==> src/rtl/btlp_pkg.sv <==
// Package with the shared constants, types and reset tables of the LED PWM bank.
`default_nettype none
package btlp_pkg;

	localparam int CHANNELS = 4;
	localparam int SEL_W    = (CHANNELS > 1) ? $clog2(CHANNELS) : 1;
	localparam int DUTY_W   = 6;
	localparam int PER_W    = 6;
	localparam int DEB_W    = 16;
	localparam int CFG_W    = 16;
	localparam int CFG_IDX_W = 2;
	localparam int IN_W     = 8;
	localparam int OUT_W    = 16;
	localparam int LED_W    = 4;

	localparam logic [DEB_W-1:0] DEBOUNCE_RESET = 16'd300;
	localparam logic [PER_W-1:0] PWM_RESET      = 6'd10;
	localparam logic [PER_W-1:0] BLINK_RESET    = 6'd50;

	typedef enum logic [CFG_IDX_W-1:0] {
		REG_DEBOUNCE = 2'd0,
		REG_PWM      = 2'd1,
		REG_BLINK    = 2'd2
	} cfg_reg_t;

	typedef struct packed {
		logic              duty_we;
		logic [DUTY_W-1:0] duty_val;
	} ctl_t;

	function automatic logic [DUTY_W-1:0] reset_duty(input int c);
		logic [DUTY_W-1:0] d;
		case (c)
			0: d = 6'd5;
			1: d = 6'd2;
			2: d = 6'd8;
			default: d = '0;
		endcase
		return d;
	endfunction

	function automatic logic [PER_W-1:0] reset_period(input int c);
		return (c == 0) ? BLINK_RESET : PWM_RESET;
	endfunction

endpackage
`default_nettype wire

==> src/rtl/btlp_ctrl.sv <==
// Button debounce, channel selection and duty adjustment.
`default_nettype none
module btlp_ctrl (
	input  wire                          clk,
	input  wire                          arst_n,
	input  wire                          adv,
	input  wire                          next_press,
	input  wire                          raise_press,
	input  wire [btlp_pkg::DEB_W-1:0]    deb_limit,
	input  wire [btlp_pkg::PER_W-1:0]    pwm_len,
	input  wire [btlp_pkg::DUTY_W-1:0]   duty_cur,
	output logic [btlp_pkg::SEL_W-1:0]   sel,
	output btlp_pkg::ctl_t               ctl
);

	logic [btlp_pkg::DEB_W-1:0] next_elapsed_q;
	logic [btlp_pkg::DEB_W-1:0] raise_elapsed_q;
	logic [btlp_pkg::SEL_W-1:0] selection_q;

	logic                          next_ok;
	logic                          raise_ok;
	logic [btlp_pkg::SEL_W-1:0]    sel_new;
	logic [btlp_pkg::DUTY_W:0]     duty_inc;
	logic [btlp_pkg::DEB_W-1:0]    next_base;
	logic [btlp_pkg::DEB_W-1:0]    raise_base;

	always_comb begin
		next_ok = next_press && (next_elapsed_q >= deb_limit);
		if (next_ok) begin
			if (selection_q == btlp_pkg::SEL_W'(btlp_pkg::CHANNELS - 1))
				sel_new = '0;
			else
				sel_new = selection_q + btlp_pkg::SEL_W'(1);
		end else begin
			sel_new = selection_q;
		end
	end

	assign sel = sel_new;

	always_comb begin
		// A bounced select press also drops the raise press of the same word.
		raise_ok = raise_press && !(next_press && !next_ok)
			&& (raise_elapsed_q >= deb_limit);
		duty_inc = {1'b0, duty_cur} + 7'd1;
		ctl.duty_we  = raise_ok;
		ctl.duty_val = (duty_inc > {1'b0, pwm_len}) ? '0
			: duty_inc[btlp_pkg::DUTY_W-1:0];
		next_base  = next_ok  ? '0 : next_elapsed_q;
		raise_base = raise_ok ? '0 : raise_elapsed_q;
	end

	always_ff @(posedge clk or negedge arst_n) begin
		if (!arst_n) begin
			next_elapsed_q  <= '0;
			raise_elapsed_q <= '0;
			selection_q     <= '0;
		end else if (adv) begin
			selection_q     <= sel_new;
			next_elapsed_q  <= (&next_base)  ? next_base
				: next_base + btlp_pkg::DEB_W'(1);
			raise_elapsed_q <= (&raise_base) ? raise_base
				: raise_base + btlp_pkg::DEB_W'(1);
		end
	end

endmodule
`default_nettype wire

==> src/rtl/btlp_chan_bank.sv <==
// Per-channel duty settings, phase counters and PWM compare.
`default_nettype none
module btlp_chan_bank (
	input  wire                              clk,
	input  wire                              arst_n,
	input  wire                              adv,
	input  wire [btlp_pkg::SEL_W-1:0]        sel,
	input  wire btlp_pkg::ctl_t              ctl,
	input  wire [btlp_pkg::PER_W-1:0]        pwm_len,
	input  wire [btlp_pkg::PER_W-1:0]        blink_len,
	output logic [btlp_pkg::DUTY_W-1:0]      duty_cur,
	output logic [btlp_pkg::CHANNELS-1:0]    led
);

	logic [btlp_pkg::DUTY_W-1:0] duty_q   [btlp_pkg::CHANNELS];
	logic [btlp_pkg::PER_W-1:0]  phase_q  [btlp_pkg::CHANNELS];
	logic [btlp_pkg::DUTY_W-1:0] ld_duty_q[btlp_pkg::CHANNELS];
	logic [btlp_pkg::PER_W-1:0]  ld_per_q [btlp_pkg::CHANNELS];

	logic [btlp_pkg::DUTY_W-1:0] duty_new [btlp_pkg::CHANNELS];
	logic [btlp_pkg::DUTY_W-1:0] duty_eff [btlp_pkg::CHANNELS];
	logic [btlp_pkg::PER_W-1:0]  per_eff  [btlp_pkg::CHANNELS];
	logic [btlp_pkg::PER_W:0]    phase_inc[btlp_pkg::CHANNELS];
	logic [btlp_pkg::PER_W-1:0]  phase_nxt[btlp_pkg::CHANNELS];
	logic [btlp_pkg::PER_W-1:0]  per_sel  [btlp_pkg::CHANNELS];

	assign duty_cur = duty_q[sel];

	always_comb begin
		for (int c = 0; c < btlp_pkg::CHANNELS; c++) begin
			duty_new[c] = (ctl.duty_we && (sel == btlp_pkg::SEL_W'(c)))
				? ctl.duty_val : duty_q[c];
			per_sel[c] = (sel == btlp_pkg::SEL_W'(c)) ? blink_len : pwm_len;
			if (per_sel[c] == '0)
				per_sel[c] = 6'd1;
			// A cycle starts at phase zero and takes the current settings.
			if (phase_q[c] == '0) begin
				duty_eff[c] = duty_new[c];
				per_eff[c]  = per_sel[c];
			end else begin
				duty_eff[c] = ld_duty_q[c];
				per_eff[c]  = ld_per_q[c];
			end
			led[c] = phase_q[c] < duty_eff[c];
			phase_inc[c] = {1'b0, phase_q[c]} + 7'd1;
			phase_nxt[c] = (phase_inc[c] >= {1'b0, per_eff[c]}) ? '0
				: phase_inc[c][btlp_pkg::PER_W-1:0];
		end
	end

	always_ff @(posedge clk or negedge arst_n) begin
		if (!arst_n) begin
			for (int c = 0; c < btlp_pkg::CHANNELS; c++) begin
				duty_q[c]    <= btlp_pkg::reset_duty(c);
				ld_duty_q[c] <= btlp_pkg::reset_duty(c);
				ld_per_q[c]  <= btlp_pkg::reset_period(c);
				phase_q[c]   <= '0;
			end
		end else if (adv) begin
			for (int c = 0; c < btlp_pkg::CHANNELS; c++) begin
				duty_q[c]    <= duty_new[c];
				ld_duty_q[c] <= duty_eff[c];
				ld_per_q[c]  <= per_eff[c];
				phase_q[c]   <= phase_nxt[c];
			end
		end
	end

endmodule
`default_nettype wire

==> src/rtl/button_tuned_led_pwm_bank.sv <==
// Top level of the button-tuned LED PWM bank: input stage, control, channels, output register.
//
// Each input word is one millisecond tick carrying the press flags of the select and duty
// buttons; each tick gives exactly one output word with the lit LEDs, the selected channel
// and its duty. A word passes through an input register, the update logic and an output
// register; a new word is taken every cycle while the output is being drained.
// Configuration registers: 0 debounce ticks, 1 PWM period, 2 blink period; write them
// only while no word is in flight.
`default_nettype none
module button_tuned_led_pwm_bank (
	input  wire                             clk,
	input  wire                             arst_n,
	input  wire                             s_tvalid,
	output logic                            s_tready,
	input  wire [btlp_pkg::IN_W-1:0]        s_tdata,  // next_press, raise_press
	output logic                            m_tvalid,
	input  wire                             m_tready,
	output logic [btlp_pkg::OUT_W-1:0]      m_tdata,  // led_on[3:0], selected_channel[1:0],
	                                                  // selected_duty[5:0]
	input  wire                             cfg_we,
	input  wire [btlp_pkg::CFG_IDX_W-1:0]   cfg_idx,
	input  wire [btlp_pkg::CFG_W-1:0]       cfg_data
);

	logic [btlp_pkg::DEB_W-1:0] debounce_q;
	logic [btlp_pkg::PER_W-1:0] pwm_q;
	logic [btlp_pkg::PER_W-1:0] blink_q;

	logic valid_s1;
	logic next_s1;
	logic raise_s1;
	logic adv;

	btlp_pkg::ctl_t                 ctl;
	logic [btlp_pkg::SEL_W-1:0]     sel;
	logic [btlp_pkg::DUTY_W-1:0]    duty_cur;
	logic [btlp_pkg::CHANNELS-1:0]  led;
	logic [btlp_pkg::CHANNELS+3:0]  led_pad;
	logic [btlp_pkg::SEL_W+1:0]     sel_pad;
	logic [btlp_pkg::DUTY_W-1:0]    sel_duty;

	always_ff @(posedge clk or negedge arst_n) begin
		if (!arst_n) begin
			debounce_q <= btlp_pkg::DEBOUNCE_RESET;
			pwm_q      <= btlp_pkg::PWM_RESET;
			blink_q    <= btlp_pkg::BLINK_RESET;
		end else if (cfg_we) begin
			case (btlp_pkg::cfg_reg_t'(cfg_idx))
				btlp_pkg::REG_DEBOUNCE: debounce_q <= cfg_data;
				btlp_pkg::REG_PWM:      pwm_q      <= cfg_data[btlp_pkg::PER_W-1:0];
				btlp_pkg::REG_BLINK:    blink_q    <= cfg_data[btlp_pkg::PER_W-1:0];
				default: ;
			endcase
		end
	end

	// The held word moves on whenever the output register is free or being emptied.
	assign adv      = valid_s1 && (!m_tvalid || m_tready);
	assign s_tready = !valid_s1 || adv;

	always_ff @(posedge clk or negedge arst_n) begin
		if (!arst_n) begin
			valid_s1 <= 1'b0;
		end else if (s_tready) begin
			valid_s1 <= s_tvalid;
		end
	end

	always_ff @(posedge clk) begin
		if (s_tready && s_tvalid) begin
			next_s1  <= s_tdata[0];
			raise_s1 <= s_tdata[1];
		end
	end

	btlp_ctrl u_ctrl (
		.clk         (clk),
		.arst_n      (arst_n),
		.adv         (adv),
		.next_press  (next_s1),
		.raise_press (raise_s1),
		.deb_limit   (debounce_q),
		.pwm_len     (pwm_q),
		.duty_cur    (duty_cur),
		.sel         (sel),
		.ctl         (ctl)
	);

	btlp_chan_bank u_bank (
		.clk       (clk),
		.arst_n    (arst_n),
		.adv       (adv),
		.sel       (sel),
		.ctl       (ctl),
		.pwm_len   (pwm_q),
		.blink_len (blink_q),
		.duty_cur  (duty_cur),
		.led       (led)
	);

	assign led_pad  = {4'b0000, led};
	assign sel_pad  = {2'b00, sel};
	assign sel_duty = ctl.duty_we ? ctl.duty_val : duty_cur;

	always_ff @(posedge clk or negedge arst_n) begin
		if (!arst_n) begin
			m_tvalid <= 1'b0;
		end else if (adv) begin
			m_tvalid <= 1'b1;
		end else if (m_tready) begin
			m_tvalid <= 1'b0;
		end
	end

	always_ff @(posedge clk) begin
		if (adv) begin
			m_tdata <= {4'b0000, sel_duty, sel_pad[1:0], led_pad[btlp_pkg::LED_W-1:0]};
		end
	end

	a_ready_when_empty: assert property (@(posedge clk) disable iff (!arst_n)
		!valid_s1 |-> s_tready)
		else $error("input stage empty but not ready");

	a_result_follows: assert property (@(posedge clk) disable iff (!arst_n)
		adv |=> m_tvalid)
		else $error("processed word did not reach the output register");

	a_word_held: assert property (@(posedge clk) disable iff (!arst_n)
		(valid_s1 && m_tvalid && !m_tready) |=> valid_s1)
		else $error("held input word lost during an output stall");

	a_duty_wrap: assert property (@(posedge clk) disable iff (!arst_n)
		ctl.duty_we |-> (ctl.duty_val <= pwm_q))
		else $error("new duty exceeds the PWM period");

endmodule
`default_nettype wire
==> config.mk <==
export PLATFORM = sky130hd
export DESIGN_NAME = button_tuned_led_pwm_bank
export DESIGN_NICKNAME = d
export VERILOG_FILES = /design/src/rtl/btlp_pkg.sv /design/src/rtl/btlp_ctrl.sv /design/src/rtl/btlp_chan_bank.sv /design/src/rtl/button_tuned_led_pwm_bank.sv
export SDC_FILE = /design/constraint.sdc
export NUM_CORES = 1
export LEC_CHECK = 0
export ABC_AREA = 0
export ABC_CLOCK_PERIOD_IN_PS = 7150
export BUFFER_PORTS_ARGS = -buffer_cell sky130_fd_sc_hd__buf_2
export CAP_MARGIN = 25
export CORE_MARGIN = 5
export CORE_UTILIZATION = 55
export CTS_CLUSTER_DIAMETER = 40
export CTS_CLUSTER_SIZE = 14
export DETAILED_ROUTE_END_ITERATION = 8
export PLACE_DENSITY = 0.72
export SYNTH_ARGS = -nofsm -noshare
export SYNTH_HDL_FRONTEND = slang
export SYNTH_SLANG_ARGS = --single-unit
==> constraint.sdc <==
create_clock -name clk -period 7.15 [get_ports clk]
set_input_delay 0.3575 -clock clk [delete_from_list [all_inputs] [get_ports clk]]
set_output_delay 0.3575 -clock clk [all_outputs]
set_load 0.1 [all_outputs]
Yosys cells after proc, flatten, opt, wreduce, memory -nomap -nowiden
Cells that the tools add are included.
Widths: inputs -> output; s select.
{"block": "word_totals", "ff_bits": 174, "input_bits": 31, "word_cells": 123}
{"block": "classes", "n_addsub": 8, "n_lt_le_gt_ge": 12, "eq_ne": 6, "n_mux": 37, "bitwise": 1, "reduce_logical": 32}
{"cell": "$mux 6", "n": 28}
{"cell": "$mux 16", "n": 4}
{"cell": "$logic_not 6->1", "n": 8}
{"cell": "$add 6x1->7 const B", "n": 5}
{"cell": "$add 16x1->16 const B", "n": 2}
{"cell": "$ge 16x16->1", "n": 2}
{"cell": "$reduce_and 16->1", "n": 2}
{"cell": "$ge 7x6->1", "n": 4}
{"cell": "$lt 6x6->1", "n": 4}
{"cell": "$bmux 6 s2", "n": 1}
{"cell": "$logic_and 1x1->1", "n": 10}
{"cell": "$eq 2x2->1 const B", "n": 4}
{"cell": "$gt 7x6->1", "n": 1}
{"cell": "$reduce_and 2->1", "n": 3}
{"cell": "$eq 2x1->1 const B", "n": 2}
{"cell": "$logic_not 1->1", "n": 4}
{"cell": "$logic_not 2->1", "n": 2}
{"cell": "$mux 2", "n": 2}
{"cell": "$ge 3x3->1 const B", "n": 1}
{"cell": "$not 2->3", "n": 1}
{"cell": "$add 2x1->2 const B", "n": 1}
{"cell": "$logic_or 1x1->1", "n": 2}
{"cell": "$mux 1", "n": 2}
{"cell": "$reduce_bool 2->1", "n": 1}

Logic depth before layout (Yosys ltp)
{"block": "depth", "word_depth": 13, "mapped_depth": 31, "ltp_nobuf": 29}

Modules after synthesis
A second synthesis with hierarchy kept.
{"block": "hier_totals", "hier_cells": 1106, "hier_area_um2": 10884.2}
{"module": "btlp_chan_bank", "n_inst": 1, "cells_per_inst": 659, "area_per_inst_um2": 6188.4}
{"module": "btlp_ctrl", "n_inst": 1, "cells_per_inst": 353, "area_per_inst_um2": 3009.1}
{"module": "button_tuned_led_pwm_bank", "n_inst": 1, "cells_per_inst": 94, "area_per_inst_um2": 1686.6}

Worst setup path before layout
OpenSTA, ideal clock, no wires.
{"block": "synth_timing", "path_type": "register to register", "startpoint": "register debounce_q[2] (netlist bit)", "endpoint": "register m_tdata[2] (netlist bit), data pin", "setup_time_ns": 0.152, "arrival_ns": 5.952, "t_required_ns": 6.998, "setup_slack_ns": 1.046, "path_stages_with_launch": 31, "n_path_buf": 1, "period_less_slack_ns": 6.104, "path_cell_list": "dfstp_2 -> inv_1 -> ha_1 -> o21a_1 -> o211ai_1 -> o211ai_1 -> a32o_1 -> nor2_4 -> inv_2 -> buf_6 -> mux2i_4 -> o221ai_4 -> ha_1 -> ha_1 -> nor2b_1 -> o21a_1 -> o21ai_0 -> nand2b_1 -> a21oi_1 -> nor2b_1 -> o22ai_1 -> o41ai_4 -> a21oi_2 -> nand2_1 -> o2bb2ai_1 -> ha_1 -> a21o_1 -> a21o_1 -> a21oi_1 -> o211ai_1 -> o21ai_0"}
{"block": "synth_via", "elab_chain_cells": 13}
{"item": "from (decl)", "line": "button_tuned_led_pwm_bank.sv:25", "text": "logic [btlp_pkg::DEB_W-1:0] debounce_q;"}
{"item": "from (signal assigned)", "line": "button_tuned_led_pwm_bank.sv:44", "text": "debounce_q <= btlp_pkg::DEBOUNCE_RESET;"}
{"item": "from (signal assigned)", "line": "button_tuned_led_pwm_bank.sv:49", "text": "btlp_pkg::REG_DEBOUNCE: debounce_q <= cfg_data;"}
{"item": "$ge 16x16->1 *", "line": "btlp_ctrl.sv:28", "text": "next_ok = next_press && (next_elapsed_q >= deb_limit);"}
{"item": "$logic_and 1x1->1 *", "line": "btlp_ctrl.sv:28"}
{"item": "$mux 2 *", "line": "btlp_ctrl.sv:29", "text": "if (next_ok) begin"}
{"item": "named net sel (one bit)", "line": "button_tuned_led_pwm_bank.sv:35", "text": "logic [btlp_pkg::SEL_W-1:0] sel;"}
{"item": "$not 2->3 (implied by the code)", "line": "btlp_chan_bank.sv:27", "text": "assign duty_cur = duty_q[sel];"}
{"item": "$bmux 6 s2", "line": "btlp_chan_bank.sv:27"}
{"item": "$mux 6 (implied by the code) (2 in series)", "line": "btlp_chan_bank.sv:27"}
{"item": "$add 6x1->7", "line": "btlp_ctrl.sv:45", "text": "duty_inc = {1'b0, duty_cur} + 7'd1;"}
{"item": "$gt 7x6->1", "line": "btlp_ctrl.sv:47", "text": "ctl.duty_val = (duty_inc > {1'b0, pwm_len}) ? '0"}
{"item": "$mux 6", "line": "btlp_ctrl.sv:47"}
{"item": "$mux 6 *", "line": "btlp_chan_bank.sv:32", "text": "? ctl.duty_val : duty_q[c];"}
{"item": "$mux 6 *", "line": "btlp_chan_bank.sv:37", "text": "if (phase_q[c] == '0) begin"}
{"item": "$lt 6x6->1 *", "line": "btlp_chan_bank.sv:44", "text": "led[c] = phase_q[c] < duty_eff[c];"}
{"item": "named net led (one bit)", "line": "button_tuned_led_pwm_bank.sv:37", "text": "logic [btlp_pkg::CHANNELS-1:0] led;"}
{"item": "to (signal assigned)", "line": "button_tuned_led_pwm_bank.sv:117", "text": "m_tdata <= {4'b0000, sel_duty, sel_pad[1:0], led_pad[btlp_pkg::LED_W-1:0]};"}
{"item": "to (decl)", "line": "button_tuned_led_pwm_bank.sv:18", "text": "output logic [btlp_pkg::OUT_W-1:0] m_tdata,"}
The timed path passes the listed nets; every way through them passes the cells marked *. The select of a mux whose other input is x is not followed.
A chain may end at the register's enable or synchronous reset.

Worst setup path after layout
{"block": "layout_timing", "startpoint": "register debounce_q[14] (netlist bit)", "endpoint": "register m_tdata[1] (netlist bit), data pin"}
{"block": "layout_via", "elab_chain_cells": 13}
{"item": "$ge 16x16->1", "line": "btlp_ctrl.sv:28"}
{"item": "$logic_and 1x1->1", "line": "btlp_ctrl.sv:28"}
{"item": "$mux 2", "line": "btlp_ctrl.sv:29"}
{"item": "$not 2->3 (implied by the code)", "line": "btlp_chan_bank.sv:27"}
{"item": "$bmux 6 s2", "line": "btlp_chan_bank.sv:27"}
{"item": "$mux 6 (implied by the code) (2 in series)", "line": "btlp_chan_bank.sv:27"}
{"item": "$add 6x1->7", "line": "btlp_ctrl.sv:45"}
{"item": "$gt 7x6->1", "line": "btlp_ctrl.sv:47"}
{"item": "$mux 6", "line": "btlp_ctrl.sv:47"}
{"item": "$mux 6 *", "line": "btlp_chan_bank.sv:32"}
{"item": "$mux 6 *", "line": "btlp_chan_bank.sv:37"}
{"item": "$lt 6x6->1 *", "line": "btlp_chan_bank.sv:44"}
{"item": "named net led (one bit)", "line": "button_tuned_led_pwm_bank.sv:37"}
Marked as above.

==> results by group <==
Synth
  – Number of synthesized flops with an enable pin: 14
  – Cells after Synth: 1235
  – #FFs+latches synth: 174
  – Synth Area per Inst: 8.92 um^2
  – Seq/Total Area, Yosys: 0.405
  – Synth Warn #: 0
  – Synthesized cell area: 11000 um^2
  – Asr flop ratio synth: 0.920
  – Yosys cell types: 71
  – Top FF cell, synth: dfrtp_1

Floorplan
  – Core Footprint: 19600 um^2
  – I/O pin cnt: 49
  – # rows: 51
  – Die Span X: 152 um
  – Starting Density: 0.562
  – Die area: 23000 um^2
  – Die Ht: 152 um

STA
  – Hold Fails Final Rpt: 0
  – Max-slew violations: 0
  – RSZ-0062 raised after global routing: false
  – Clock skew: 0.0157 ns
  – Worst-Margin Slew: 0.834 ns
  – Max Clock Freq: 149 MHz
  – Relative slew margins: 0.439
  – Final period utilization: 0.939
  – Number of setup violations in the final report: 0
  – Final hold slack: 0.0895 ns
  – Fin worst setup slack: 0.437 ns
  – Minimum clock period: 6.71 ns
  – Setup_tns: 0 ns

Place
  – Port Buf Inserts: 38
  – Detailed Place HPWL: 19.1 mm
  – RD Place Congestion: 0.886
  – DP Worst Slack: 0.482 ns

Detailed routing
  – First-pass DRT Iterations: 5
  – Final ANT Viol Nets: 0
  – Avg WL per Cell: 17.5 um
  – Metal2 WL: 11.8 mm
  – Met3 routed WL: 1.60 mm
  – DRC: 0
  – DR iter-0 viols: 736
  – Top sig layer: met4
  – Final Routed Wirelength: 26.8 mm
  – DR vias: 9072
  – Vias per cell: 5.91
  – WL met1: 12.9 mm

Power
  – Pleak: 5.52 nW
  – Overall power: 0.00447 W
  – PwrDens: 372 nW/um^2
  – Max VDD drop: 0.000257 V

CTS
  – Number of H-tree levels: 4
  – Total CTS buffers: 17
  – CTS sink count: 174
  – Worst-Skew Late Latency: 0.45 ns
  – CTS root buf: clkbuf_16
  – CTS clk-pin slew, worst paths: 0.08 ns
  – CTS tree: done
  – CTS Buffer Depth: 2

Critical path
  – Family with the most delay on the worst path: compound AO/OA/AOI/OAI gates
  – R2R setup slack: 0.44 ns
  – Worst EP required: 7.44 ns
  – Worst path bufs/invs: 2
  – Critical Path End Type: flip-flop
  – Max stage delay on crit path: 0.54 ns
  – Reg2reg start: debounce_q[14]
  – Critical path launch point type: flip-flop
  – Reg2reg path depth: 29
  – Critical path's slowest cell: or4_4
  – Largest fanout on the critical path: 19
  – Worst EP arrival: 7.00 ns
  – Worst Path Class, Setup: reg -> reg
  – Reg2Reg Capture Point: m_tdata[1]

Worst hold path
  – Hold Path Depth: 1
  – WHS Endpoint: raise_s1
  – Hold_sp: s_tdata[1]
  – Worst min-delay path class: in -> reg

Global route
  – GR Overflow Total: 0
  – Largest net degree at the start of global routing: 101
  – Antenna violations before repair: 0
  – Global-route usage over all layers: 0.244
  – First-pass GRT wire length: 44.3 mm
  – Vias in the first global route: 8636

Layout
  – Share of layout cells above drive strength 1: 0.130
  – Layout fillers: 1715
  – Area Overhead vs Synth: 9.27%
  – Final nets: 1383
  – Inserted Diodes: 0

Outcome
  – Status: complete, no violations

Flow run
  – Max_cap viols: 0
-- synthesized netlist by cell type (4+ instances only) --
library cell / instances / area (um^2)
buf_2: 6 / 30.0
edfxtp_1: 14 / 420
nand2_1: 183 / 687
o211ai_1: 12 / 90.1
xor2_1: 9 / 78.8
nand3_1: 34 / 170
nand2b_1: 29 / 181
o21ai_0: 142 / 711
nor2b_1: 11 / 68.8
o21a_1: 11 / 82.6
o31a_1: 4 / 35.0
inv_1: 49 / 184
nor4_1: 5 / 31.3
ha_1: 94 / 1180
dfstp_2: 26 / 683
o21ai_1: 4 / 20.0
nor3_1: 15 / 75.1
o2bb2ai_1: 4 / 35.0
a31oi_1: 6 / 37.5
nand4_1: 16 / 100
clkbuf_1: 35 / 131
mux2_2: 28 / 315
buf_4: 5 / 37.5
a21oi_1: 117 / 586
o221ai_1: 4 / 35.0
o31ai_1: 17 / 128
o22ai_1: 5 / 31.3
nor2_1: 85 / 319
xnor2_1: 14 / 123
dfrtp_1: 134 / 3350
mux2i_1: 22 / 220
and3_1: 18 / 113
and2_1: 9 / 56.3
a21o_1: 19 / 143
-- area by class of cell --
class,count,area (um^2),area share
multi-input cells,961,6140,0.510
flip-flops and latches,174,4460,0.370
clock buffers,17,425,0.0354
repair buffers,53,332,0.0276
well taps,265,332,0.0276
inverters,51,205,0.0171
clock inverters,15,146,0.0122
-- state kept, by name, indices dropped and copies added, names as in the netlist --
register	flops
u_bank.duty_q	24
u_bank.ld_duty_q	24
u_bank.ld_per_q	24
u_bank.phase_q	24
debounce_q	16
u_ctrl.next_elapsed_q	16
u_ctrl.raise_elapsed_q	16
m_tdata	12
blink_q	6
pwm_q	6
u_ctrl.selection_q	2
m_tvalid	1
next_s1	1
raise_s1	1
valid_s1	1
-- routing by layer --
metal | vias to the layer above | global-route usage
li1 | 4431 | -
met1 | 4296 | 0.365
met2 | 305 | 0.369
met3 | 40 | 0.0354
met4 | 0 | 0.0696
met5 | - | 0
-- worst register-to-register path, delay by kind of cell, from the launching register on --
family / cells / cell delay [ns]
adder cells (fa/ha/maj): 4 / 1.09
multiplexers: 1 / 0.19
AND/OR/NAND/NOR: 6 / 1.48
buffers and inverters: 2 / 0.38
flip-flops: 1 / 0.36
AO/OA/AOI/OAI: 16 / 3.08
-- stage by stage --
stage | utilization | std cells | cell area, um^2
after floorplan | - | 1238 | 11000
after global placement | 0.582 | 1501 | 11400
after detailed placement | 0.582 | 1501 | 11400
after CTS | 0.612 | 1533 | 12000
after global routing | 0.614 | 1536 | 12000
final | 0.614 | 1536 | 12000
-- worst max-delay path by stage --
stage	cells past startpoint	to	startpoint	slack [ns]
after floorplan	30	m_tdata[2]	debounce_q[2]	1.05
final	29	m_tdata[1]	debounce_q[14]	0.44
after global placement	29	m_tdata[0]	debounce_q[14]	0.59
after global routing	29	m_tdata[1]	debounce_q[13]	0.05
after CTS	29	m_tdata[0]	debounce_q[14]	0.44
after detailed placement	29	m_tdata[0]	debounce_q[14]	0.48
-- layout by cell type, fill, tap and decap left out, drive strengths merged, types with 16 or more instances in the layout --
cell,n
clkbuf,17
buf,52
o21ai,147
mux2i,24
inv,59
dfrtp,134
nand3,35
nor2,86
nand4,16
dfstp,26
nand2,184
o31ai,17
nand2b,30
and3,18
ha,94
a21o,19
mux2,28
nor3,16
a21oi,119
-- power breakdown --
group	total (W)	internal [W]	switching (W)
sequential	0.00150	0.00129	0.000216
clock	0.000926	0.000490	0.000436
combinational	0.00204	0.000789	0.00125
total	0.00447	0.00257	0.00191
-- logic make-up after synthesis --
| family | count (synthesis) | share of synthesized area |
|---|---|---|
| fa+ha+maj | 94 | 0.107 |
| flops | 174 | 0.405 |
| other cells | 1 | 0.000341 |
| simple gates | 420 | 0.176 |
| buf+inv | 103 | 0.0408 |
| xor+xnor | 23 | 0.0183 |
| mux | 52 | 0.0519 |
| compound gates | 368 | 0.201 |
-- what timing repair did --
item	4_1_cts	5_1_grt
gates resized for setup	0	1
setup buffers	0	0
hold endpoints to repair	0	5
setup endpoints to repair	0	1
hold buffers	0	1
Power figures use the tool's default switching activity.
